==> src/rtl/core/assert_macros.svh <==
// ============================================================================
// assert_macros.svh - assertion shorthands
// Concurrent assertion macros clocked on clk, with and without reset gating.
// ============================================================================
`ifndef ASSERT_MACROS_SVH
`define ASSERT_MACROS_SVH

// Checked at every edge while reset is low.
`define ASSERT_RST(label, prop, msg) \
  label: assert property (@(posedge clk) disable iff (rst) (prop)) else $error(msg);

// Checked at every edge, reset included.
`define ASSERT_ALWAYS(label, prop, msg) \
  label: assert property (@(posedge clk) (prop)) else $error(msg);

`endif

==> src/rtl/core/mdv_pkg.sv <==
// ============================================================================
// mdv_pkg - shared definitions
// Widths, codes and the command and status bundles of the mean and variance
// block.
// ============================================================================
`default_nettype none

package mdv_pkg;

  localparam int MAX_SAMPLES = 32;
  localparam int IDX_W  = $clog2(MAX_SAMPLES);
  localparam int CNT_W  = $clog2(MAX_SAMPLES + 1);
  localparam int SAMP_W = 16;
  localparam int FRAC_W = 8;
  localparam int SUM_W  = 22;
  localparam int MEAN_W = 24;
  localparam int DEV_W  = 25;
  localparam int SQ_W   = 2 * DEV_W;
  localparam int ACC_W  = 54;
  localparam int VAR_W  = 48;
  localparam int DIV_W  = ACC_W;
  localparam int STEP_W = $clog2(DIV_W + 1);

  localparam logic KIND_DEV = 1'b0;
  localparam logic KIND_SUM = 1'b1;

  typedef struct packed {
    logic load;
    logic div_start;
    logic div_sel_var;
    logic mean_take;
    logic rd;
    logic dev_take;
    logic emit_dev;
    logic mul;
    logic acc;
    logic var_take;
    logic emit_sum;
  } cmd_t;

  typedef struct packed {
    logic close;
    logic div_busy;
    logic div_done;
    logic last_idx;
    logic out_free;
  } sts_t;

endpackage

`default_nettype wire

==> src/rtl/core/mdv_in_if.sv <==
// ============================================================================
// mdv_in_if - sample channel
// Valid/ready channel carrying one sample and its closing mark.
// ============================================================================
`default_nettype none

interface mdv_in_if;
  logic               valid;
  logic               ready;
  logic signed [15:0] sample;
  logic               last_sample;

  modport source (output valid, sample, last_sample, input ready);
  modport sink   (input valid, sample, last_sample, output ready);
endinterface

`default_nettype wire

==> src/rtl/core/mdv_out_if.sv <==
// ============================================================================
// mdv_out_if - result channel
// Valid/ready channel carrying deviation and summary results.
// ============================================================================
`default_nettype none

interface mdv_out_if;
  logic               valid;
  logic               ready;
  logic               kind;
  logic signed [15:0] sample_echo;
  logic signed [24:0] deviation;
  logic signed [21:0] total;
  logic signed [23:0] mean;
  logic        [47:0] variance;
  logic               overflowed;
  logic               last_result;

  modport source (output valid, kind, sample_echo, deviation, total, mean, variance,
                  overflowed, last_result, input ready);
  modport sink   (input valid, kind, sample_echo, deviation, total, mean, variance,
                  overflowed, last_result, output ready);
endinterface

`default_nettype wire

==> src/rtl/core/mdv_ram.sv <==
// ============================================================================
// mdv_ram - generic RAM
// One write port, one read port with registered read data.
// ============================================================================
`default_nettype none

module mdv_ram #(
  parameter int WIDTH = 16,
  parameter int DEPTH = 32
) (
  input  wire logic                     clk,
  input  wire logic                     we,
  input  wire logic [$clog2(DEPTH)-1:0] waddr,
  input  wire logic [WIDTH-1:0]         wdata,
  input  wire logic                     re,
  input  wire logic [$clog2(DEPTH)-1:0] raddr,
  output logic      [WIDTH-1:0]         rdata
);

  logic [WIDTH-1:0] mem [DEPTH];

  always_ff @(posedge clk) begin
    if (we) begin
      mem[waddr] <= wdata;
    end
    if (re) begin
      rdata <= mem[raddr];
    end
  end

endmodule

`default_nettype wire

==> src/rtl/core/mdv_div.sv <==
// ============================================================================
// mdv_div - serial divider
// Restoring unsigned divider, one quotient bit per cycle, small divisor.
// ============================================================================
`default_nettype none

module mdv_div import mdv_pkg::*; (
  input  wire logic             clk,
  input  wire logic             rst,
  input  wire logic             start,
  input  wire logic [DIV_W-1:0] dividend,
  input  wire logic [CNT_W-1:0] divisor,
  output logic                  busy,
  output logic                  done,
  output logic      [DIV_W-1:0] quotient
);

  logic [CNT_W-1:0]  rem;
  logic [STEP_W-1:0] steps;
  logic [CNT_W:0]    trial;

  assign trial = {rem, quotient[DIV_W-1]};

  always_ff @(posedge clk) begin
    if (rst) begin
      busy  <= 1'b0;
      done  <= 1'b0;
      steps <= '0;
    end else begin
      done <= 1'b0;
      if (start) begin
        busy  <= 1'b1;
        steps <= STEP_W'(DIV_W);
      end else if (busy) begin
        steps <= steps - 1'b1;
        if (steps == STEP_W'(1)) begin
          busy <= 1'b0;
          done <= 1'b1;
        end
      end
    end
  end

  always_ff @(posedge clk) begin
    if (start) begin
      quotient <= dividend;
      rem      <= '0;
    end else if (busy) begin
      // The remainder stays below the divisor, so it fits the divisor width.
      if (trial >= {1'b0, divisor}) begin
        rem      <= CNT_W'(trial - {1'b0, divisor});
        quotient <= {quotient[DIV_W-2:0], 1'b1};
      end else begin
        rem      <= trial[CNT_W-1:0];
        quotient <= {quotient[DIV_W-2:0], 1'b0};
      end
    end
  end

endmodule

`default_nettype wire

==> src/rtl/core/mdv_datapath.sv <==
// ============================================================================
// mdv_datapath - sample store and arithmetic
// Sample store, running sums, mean and variance division, deviation and
// squaring, and the result register.
// ============================================================================
`default_nettype none

module mdv_datapath import mdv_pkg::*; (
  input  wire logic  clk,
  input  wire logic  rst,
  input  wire cmd_t  cmd,
  output sts_t       sts,
  mdv_in_if.sink     in_ch,
  mdv_out_if.source  out_ch
);

  logic [CNT_W-1:0]         count;
  logic signed [SUM_W-1:0]  sum;
  logic [ACC_W-1:0]         acc;
  logic                     drop;
  logic [IDX_W-1:0]         idx;
  logic signed [MEAN_W-1:0] mean;
  logic signed [SAMP_W-1:0] samp;
  logic signed [DEV_W-1:0]  dev;
  logic [SQ_W-1:0]          sq;
  logic [VAR_W-1:0]         var_q;

  logic                     take;
  logic                     store_ok;
  logic [SAMP_W-1:0]        ram_rdata;
  logic [SUM_W-1:0]         sum_mag;
  logic [DIV_W-1:0]         dividend;
  logic [DIV_W-1:0]         quotient;
  logic [MEAN_W-1:0]        mean_mag;
  logic signed [DEV_W-1:0]  scaled;
  logic signed [SQ_W-1:0]   prod;

  assign in_ch.ready = cmd.load;
  assign take        = cmd.load & in_ch.valid;
  assign store_ok    = count < CNT_W'(MAX_SAMPLES);

  mdv_ram #(.WIDTH(SAMP_W), .DEPTH(MAX_SAMPLES)) u_store (
    .clk   (clk),
    .we    (take & store_ok),
    .waddr (count[IDX_W-1:0]),
    .wdata (in_ch.sample),
    .re    (cmd.rd),
    .raddr (idx),
    .rdata (ram_rdata)
  );

  assign sum_mag  = sum[SUM_W-1] ? SUM_W'(-sum) : SUM_W'(sum);
  assign dividend = cmd.div_sel_var ? acc : DIV_W'({sum_mag, {FRAC_W{1'b0}}});

  mdv_div u_div (
    .clk      (clk),
    .rst      (rst),
    .start    (cmd.div_start),
    .dividend (dividend),
    .divisor  (count),
    .busy     (sts.div_busy),
    .done     (sts.div_done),
    .quotient (quotient)
  );

  assign mean_mag = quotient[MEAN_W-1:0];
  assign scaled   = DEV_W'($signed(ram_rdata)) <<< FRAC_W;
  assign prod     = SQ_W'(dev) * SQ_W'(dev);

  assign sts.close    = take & in_ch.last_sample;
  assign sts.last_idx = {1'b0, idx} == CNT_W'(count - 1'b1);
  assign sts.out_free = !out_ch.valid || out_ch.ready;

  // Set bookkeeping: cleared by reset and when the summary is loaded into the output register.
  always_ff @(posedge clk) begin
    if (rst || cmd.emit_sum) begin
      count <= '0;
      sum   <= '0;
      acc   <= '0;
      drop  <= 1'b0;
    end else begin
      if (take) begin
        if (store_ok) begin
          count <= count + 1'b1;
          sum   <= sum + SUM_W'(in_ch.sample);
        end else begin
          drop <= 1'b1;
        end
      end
      if (cmd.acc) begin
        acc <= acc + ACC_W'(sq);
      end
    end
  end

  always_ff @(posedge clk) begin
    if (cmd.mean_take) begin
      mean <= sum[SUM_W-1] ? MEAN_W'(-mean_mag) : MEAN_W'(mean_mag);
      idx  <= '0;
    end else if (cmd.acc) begin
      idx <= idx + 1'b1;
    end
    if (cmd.dev_take) begin
      samp <= $signed(ram_rdata);
      dev  <= scaled - DEV_W'(mean);
    end
    if (cmd.mul) begin
      sq <= $unsigned(prod);
    end
    if (cmd.var_take) begin
      var_q <= quotient[VAR_W-1:0];
    end
  end

  always_ff @(posedge clk) begin
    if (rst) begin
      out_ch.valid <= 1'b0;
    end else if (cmd.emit_dev || cmd.emit_sum) begin
      out_ch.valid <= 1'b1;
    end else if (out_ch.ready) begin
      out_ch.valid <= 1'b0;
    end
  end

  always_ff @(posedge clk) begin
    if (cmd.emit_dev) begin
      out_ch.kind        <= KIND_DEV;
      out_ch.sample_echo <= samp;
      out_ch.deviation   <= dev;
      out_ch.total       <= '0;
      out_ch.mean        <= '0;
      out_ch.variance    <= '0;
      out_ch.overflowed  <= 1'b0;
      out_ch.last_result <= 1'b0;
    end else if (cmd.emit_sum) begin
      out_ch.kind        <= KIND_SUM;
      out_ch.sample_echo <= '0;
      out_ch.deviation   <= '0;
      out_ch.total       <= sum;
      out_ch.mean        <= mean;
      out_ch.variance    <= var_q;
      out_ch.overflowed  <= drop;
      out_ch.last_result <= 1'b1;
    end
  end

endmodule

`default_nettype wire

==> src/rtl/core/mdv_ctrl.sv <==
// ============================================================================
// mdv_ctrl - sequencer
// State machine that loads samples and then steps the datapath through the
// mean, deviation and variance pass.
// ============================================================================
`default_nettype none

module mdv_ctrl import mdv_pkg::*; (
  input  wire logic clk,
  input  wire logic rst,
  input  wire sts_t sts,
  output cmd_t      cmd
);

  localparam logic [3:0] S_LOAD   = 4'd0;
  localparam logic [3:0] S_MSTART = 4'd1;
  localparam logic [3:0] S_MWAIT  = 4'd2;
  localparam logic [3:0] S_RD     = 4'd3;
  localparam logic [3:0] S_DEV    = 4'd4;
  localparam logic [3:0] S_EMIT   = 4'd5;
  localparam logic [3:0] S_MUL    = 4'd6;
  localparam logic [3:0] S_ACC    = 4'd7;
  localparam logic [3:0] S_VSTART = 4'd8;
  localparam logic [3:0] S_VWAIT  = 4'd9;
  localparam logic [3:0] S_SUM    = 4'd10;

  logic [3:0] state;
  logic [3:0] state_next;

  always_ff @(posedge clk) begin
    if (rst) begin
      state <= S_LOAD;
    end else begin
      state <= state_next;
    end
  end

  always_comb begin
    cmd        = '0;
    state_next = state;
    case (state)
      S_LOAD: begin
        cmd.load = 1'b1;
        if (sts.close) state_next = S_MSTART;
      end
      S_MSTART: begin
        cmd.div_start = 1'b1;
        state_next    = S_MWAIT;
      end
      S_MWAIT: begin
        if (sts.div_done) begin
          cmd.mean_take = 1'b1;
          state_next    = S_RD;
        end
      end
      S_RD: begin
        cmd.rd     = 1'b1;
        state_next = S_DEV;
      end
      S_DEV: begin
        cmd.dev_take = 1'b1;
        state_next   = S_EMIT;
      end
      S_EMIT: begin
        if (sts.out_free) begin
          cmd.emit_dev = 1'b1;
          state_next   = S_MUL;
        end
      end
      S_MUL: begin
        cmd.mul    = 1'b1;
        state_next = S_ACC;
      end
      S_ACC: begin
        cmd.acc    = 1'b1;
        state_next = sts.last_idx ? S_VSTART : S_RD;
      end
      S_VSTART: begin
        cmd.div_start   = 1'b1;
        cmd.div_sel_var = 1'b1;
        state_next      = S_VWAIT;
      end
      S_VWAIT: begin
        if (sts.div_done) begin
          cmd.var_take = 1'b1;
          state_next   = S_SUM;
        end
      end
      S_SUM: begin
        if (sts.out_free) begin
          cmd.emit_sum = 1'b1;
          state_next   = S_LOAD;
        end
      end
      default: begin
        state_next = S_LOAD;
      end
    endcase
  end

endmodule

`default_nettype wire

==> src/rtl/core/mean_deviation_variance.sv <==
// ============================================================================
// mean_deviation_variance - population mean and two-pass variance
// Collects a set of signed samples, then reports each sample's Q8 deviation
// from the Q8 mean and a summary with sum, mean and Q16 variance.
// ============================================================================
//
//   Channel  Direction  Transaction
//   in_ch    sink       one sample; last_sample closes the set
//   out_ch   source     one deviation per stored sample, then one summary
//
// Samples are taken one per cycle while the set is open. The closing
// transaction starts a pass over the N stored samples: two runs of the serial
// divider (mean, then variance), each a start step, 54 shift steps and a
// done step, then five steps per sample through the single store read port
// and the squarer, and a last step to load the summary.
// Output stalls lengthen the pass, since each result waits in the output register.
// Reset is synchronous and empties the set; the store itself is not cleared.
// No sample is taken during the pass.
`default_nettype none

`include "assert_macros.svh"

module mean_deviation_variance import mdv_pkg::*; (
  input  wire logic clk,
  input  wire logic rst,
  mdv_in_if.sink    in_ch,
  mdv_out_if.source out_ch
);

  cmd_t cmd;
  sts_t sts;

  // The sequencer owns the state; the datapath owns storage and both channels.
  mdv_ctrl u_ctrl (
    .clk (clk),
    .rst (rst),
    .sts (sts),
    .cmd (cmd)
  );

  mdv_datapath u_dp (
    .clk    (clk),
    .rst    (rst),
    .cmd    (cmd),
    .sts    (sts),
    .in_ch  (in_ch),
    .out_ch (out_ch)
  );

  // A result is only loaded when the output register is free to take it.
  `ASSERT_RST(a_emit_free, (cmd.emit_dev || cmd.emit_sum) |-> sts.out_free, "result overwritten")
  // Loading samples, emitting deviations and emitting the summary are exclusive.
  `ASSERT_RST(a_cmd_excl, $onehot0({cmd.load, cmd.emit_dev, cmd.emit_sum}), "command clash")
  // The divider reports completion only at the end of a busy run.
  `ASSERT_RST(a_div_done, sts.div_done |-> $past(sts.div_busy), "divider done without run")
  // Samples are never taken while the divider works.
  `ASSERT_RST(a_load_idle, cmd.load |-> !sts.div_busy, "sample taken during division")

endmodule

`default_nettype wire

==> src/flat_wrapper.sv <==
// flat-port wrapper written by rule: the top's interface ports become plain ports
module mean_deviation_variance_flat import mdv_pkg::*;
  (clk, rst, in_ch_valid, in_ch_sample, in_ch_last_sample, in_ch_ready, out_ch_valid, out_ch_kind, out_ch_sample_echo, out_ch_deviation, out_ch_total, out_ch_mean, out_ch_variance, out_ch_overflowed, out_ch_last_result, out_ch_ready);
  mdv_in_if in_ch_i ();
  mdv_out_if out_ch_i ();
  input  wire logic clk;
  input  wire logic rst;
  input wire logic [$bits(in_ch_i.valid)-1:0] in_ch_valid;
  input wire logic [$bits(in_ch_i.sample)-1:0] in_ch_sample;
  input wire logic [$bits(in_ch_i.last_sample)-1:0] in_ch_last_sample;
  output wire logic [$bits(in_ch_i.ready)-1:0] in_ch_ready;
  output wire logic [$bits(out_ch_i.valid)-1:0] out_ch_valid;
  output wire logic [$bits(out_ch_i.kind)-1:0] out_ch_kind;
  output wire logic [$bits(out_ch_i.sample_echo)-1:0] out_ch_sample_echo;
  output wire logic [$bits(out_ch_i.deviation)-1:0] out_ch_deviation;
  output wire logic [$bits(out_ch_i.total)-1:0] out_ch_total;
  output wire logic [$bits(out_ch_i.mean)-1:0] out_ch_mean;
  output wire logic [$bits(out_ch_i.variance)-1:0] out_ch_variance;
  output wire logic [$bits(out_ch_i.overflowed)-1:0] out_ch_overflowed;
  output wire logic [$bits(out_ch_i.last_result)-1:0] out_ch_last_result;
  input wire logic [$bits(out_ch_i.ready)-1:0] out_ch_ready;
  assign in_ch_i.valid = in_ch_valid;
  assign in_ch_i.sample = in_ch_sample;
  assign in_ch_i.last_sample = in_ch_last_sample;
  assign in_ch_ready = in_ch_i.ready;
  assign out_ch_valid = out_ch_i.valid;
  assign out_ch_kind = out_ch_i.kind;
  assign out_ch_sample_echo = out_ch_i.sample_echo;
  assign out_ch_deviation = out_ch_i.deviation;
  assign out_ch_total = out_ch_i.total;
  assign out_ch_mean = out_ch_i.mean;
  assign out_ch_variance = out_ch_i.variance;
  assign out_ch_overflowed = out_ch_i.overflowed;
  assign out_ch_last_result = out_ch_i.last_result;
  assign out_ch_i.ready = out_ch_ready;
  mean_deviation_variance u_core (.clk(clk), .rst(rst), .in_ch(in_ch_i), .out_ch(out_ch_i));
endmodule
==> config.mk <==
export PLATFORM = sky130hd
export DESIGN_NAME = mean_deviation_variance_flat
export DESIGN_NICKNAME = d
export VERILOG_FILES = /design/src/rtl/core/mdv_pkg.sv /design/src/rtl/core/mdv_in_if.sv /design/src/rtl/core/mdv_out_if.sv /design/src/rtl/core/mdv_ram.sv /design/src/rtl/core/mdv_div.sv /design/src/rtl/core/mdv_datapath.sv /design/src/rtl/core/mdv_ctrl.sv /design/src/rtl/core/mean_deviation_variance.sv /design/src/flat_wrapper.sv
export VERILOG_INCLUDE_DIRS = /design/src /design/src/rtl/core
export SDC_FILE = /design/constraint.sdc
export NUM_CORES = 2
export LEC_CHECK = 0
export ABC_AREA = 1
export BUFFER_PORTS_ARGS = -buffer_cell sky130_fd_sc_hd__buf_2
export CORE_ASPECT_RATIO = 0.6
export CORE_MARGIN = 2
export CORE_UTILIZATION = 65
export DETAILED_ROUTE_END_ITERATION = 6
export PLACE_DENSITY = 0.82
export SYNTH_ARGS = -nofsm -noshare
export SYNTH_HDL_FRONTEND = slang
export SYNTH_SLANG_ARGS = --single-unit
==> constraint.sdc <==
create_clock -name clk -period 20.8 [get_ports clk]
set_input_delay 2.08 -clock clk [delete_from_list [all_inputs] [get_ports clk]]
set_output_delay 2.08 -clock clk [all_outputs]
set_load 0.05 [all_outputs]
==> flow_metrics.tcl <==
set metrics [dict create \
    status "finished clean" \
    synth.mux.area_fraction 0 \
    synth_edf_count 785 \
    grt_use_met3 0.164 \
    fmax_mhz 131 \
    async_flop_share 0 \
    synth_area_leaders "edfxtp_1 (35%), fa_1 (18%), inv_1 (8.0%), nand2_1 (7.6%), dfxtp_1 (6.1%)" \
    avgSynthCellArea_sq_um 9.28 \
    dpl-instance-area_sq_um 68500 \
    drtIter0Drc 7442 \
    yosysSeqAreaShare 0.416 \
    nFillCells 7416 \
    critPathLaunchType "flip-flop" \
    cts_resized 0 \
    place_inst 8472 \
    maxCapViolations 0 \
    slew_viol_final 0 \
    ant_nets 0 \
    worstHoldStart "u_core.u_dp.u_div.quotient[39]" \
    crit_path_cell_trace "buf_4 > nand2_1 > inv_1 > fa_1 > fa_1 > inv_1 > fa_1 > inv_1 > fa_1 > fa_1 > fa_1 > fa_1 > ha_1 > inv_1 > o21ai_0 > a21boi_0 > o21ai_0 > a21oi_1 > nand2_1 > nor2_1 > nand2_1 > nand2_1" \
    setup-tns-final_ps 0 \
    startpoint "u_core.u_dp.dev[2]" \
    cp.required_ps 21270 \
    netlist_area_sq_um 66400 \
    initial_core_util 0.659 \
    synthXorXnorAreaFrac 0.0187 \
    yosysUniqueCellTypes 60 \
    fin_hold_ws_ps 449 \
    grt.busiest_layer "met1" \
    cpMaxStageDelayCell "fa_1" \
    yosys_warnings 0 \
    use_met1 0.594 \
    grt_pass1_wl_mm 306 \
    met2_usage 0.515 \
    cts.clk_slew.worst_paths_ps 70 \
    final_area_sq_um 71500 \
    globalRouteOverflowTotal 0 \
    via_per_inst 5.98 \
    critPathMaxFanout 26 \
    reg2reg_from "u_core.u_dp.dev[2]" \
    hold_class "reg2reg" \
    postCtsSetupBuffers 0 \
    place_congestion 1.02 \
    drc 0 \
    routedWlPerCell_um 23.2 \
    layout-drive-gt1-share 0.0616 \
    fin_crit_sh 0.366 \
    die_x_um 417 \
    synth_compound_area_frac 0.0906 \
    maxSlewHeadroom 0.178 \
    yosysTopAreaCell "edfxtp_1" \
    vdd_ir_drop_max_v 0.000319 \
    cts_tree "built" \
    clk_path_buf_depth 3 \
    first_global_vias 50133 \
    fin_nets 8114 \
    first_pass_iters 6 \
    endpoint_kind "flip-flop" \
    p_per_area_nw_per_um2 177 \
    layout.cells.non_filler 8642 \
    fin_util 0.709 \
    slowest_delay_ps 800 \
    synth_fa_ha_area_frac 0.232 \
    core-area_sq_um 101000 \
    cts_inserted_buffers 89 \
    synth_fp_nets 8044 \
    synth_top_family_by_area "adder cells" \
    cts_hold_buf 0 \
    arrival_ps 8090 \
    drt_wl_total_mm 201 \
    final_common_cell "inv_1" \
    setup_viol_count_final 0 \
    ioPinCount 161 \
    grt_max_degree 124 \
    finClkSkew_ps 34.8 \
    syn_inst 7159 \
    fp.dieArea_sq_um 105000 \
    cts_root_buffer "clkbuf_16" \
    total_power_mw 12.7 \
    worst_pin_slew_ps 1230 \
    power_leakage_nw 33.0 \
    crit_type "reg2reg" \
    io_buffers 160 \
    clock_sinks 988 \
    cts-htree-levels 3 \
    antenna_found_initial 8 \
    cpMostUsedCell "fa_1" \
    dp_hpwl_mm 147 \
    yosys.area.top_type_share 0.355 \
    rsz0062_at_grt "no" \
    core.rowCount 90 \
    track_usage 0.390 \
    finalHoldViolations 0 \
    die-height_um 252 \
    dpl_worst_slack_ps 13330 \
    area_delta_synth_final_pct 7.65 \
    insertion_delay_ps 720 \
    mostFrequentLayoutCells "inv_1 (1410), nand2_1 (1343), edfxtp_1 (785)" \
    synth-simple-area-share 0.145 \
    vias 51638 \
    fin_crit_ps 7610 \
    synthFlopType "edfxtp_1" \
    synth-seq-cells 988 \
    timing.final.ws_setup_ps 13190 \
]
[synth_stat cells, types with 56 or more instances]
cell,count
fa_1,609
ha_1,255
xor2_1,102
nand3_1,225
a21oi_1,333
nand2_1,1347
o21ai_0,454
o221ai_1,57
nand4_1,56
inv_1,1412
clkbuf_1,190
dfxtp_1,203
o22ai_1,87
edfxtp_1,785
nor2_1,673
[logic make-up after synthesis]
kind of cell / after synthesis
simple gates: 2392
flops: 988
fa+ha+maj: 864
xor+xnor: 142
buf+inv: 1688
compound gates: 1085
[final cells by class]
type,count,area [sq um],area share
Clock buffer,119,2420,0.0338
Multi-Input combinational cell,4483,32400,0.453
Sequential cell,988,27600,0.387
Inverter,1427,5370,0.0750
Tap cell,1334,1670,0.0233
Timing Repair Buffer,240,1400,0.0196
Antenna cell,2,5.00,0.0000700
Clock inverter,49,647,0.00904
[worst max-delay path, delay by kind of cell (launching register included)]
family	cells	cell delay [ps]
fa+ha+maj	8	4420
simple gates	5	420
flops	1	330
compound gates	4	1070
buf+inv	5	1100
[layer usage]
metal	vias to the layer above	part of all wire
met3	360	0.17
met2	3514	0.39
met1	24779	0.41
met5	-	0.00023
li1	22977	-
met4	8	0.026
[worst paths after layout]
check / endpoint / depth (start not counted) / slack [ps]
worst min-delay path: u_core.u_dp.var_q[39] / 0 / 450
worst max-delay path: u_core.u_dp.sq[49] / 22 / 13190
worst max register to register: u_core.u_dp.sq[49] / 22 / 13190
worst min register to register: u_core.u_dp.var_q[39] / 0 / 450
[registers in the layout, summed over array words and instances (netlist names), 22 cells and up]
name                          flops
u_core.u_dp.acc                  54
u_core.u_dp.dev                  25
u_core.u_dp.mean                 24
u_core.u_dp.out_ch.deviation     25
u_core.u_dp.out_ch.mean          24
u_core.u_dp.out_ch.total         22
u_core.u_dp.out_ch.variance      48
u_core.u_dp.sq                   49
u_core.u_dp.sum                  22
u_core.u_dp.u_div.quotient       54
u_core.u_dp.u_store.mem         512
u_core.u_dp.var_q                48
[power by group]
| part | internal [mW] | leakage, nW | switching (mW) |
|---|---|---|---|
| Combinational | 2.73 | 22.7 | 5.46 |
| Clock | 0.960 | 1.47 | 0.801 |
| Sequential | 2.60 | 8.84 | 0.110 |
| Total | 6.29 | 33.0 | 6.37 |
Note: power is estimated with default switching activity, not from simulation.
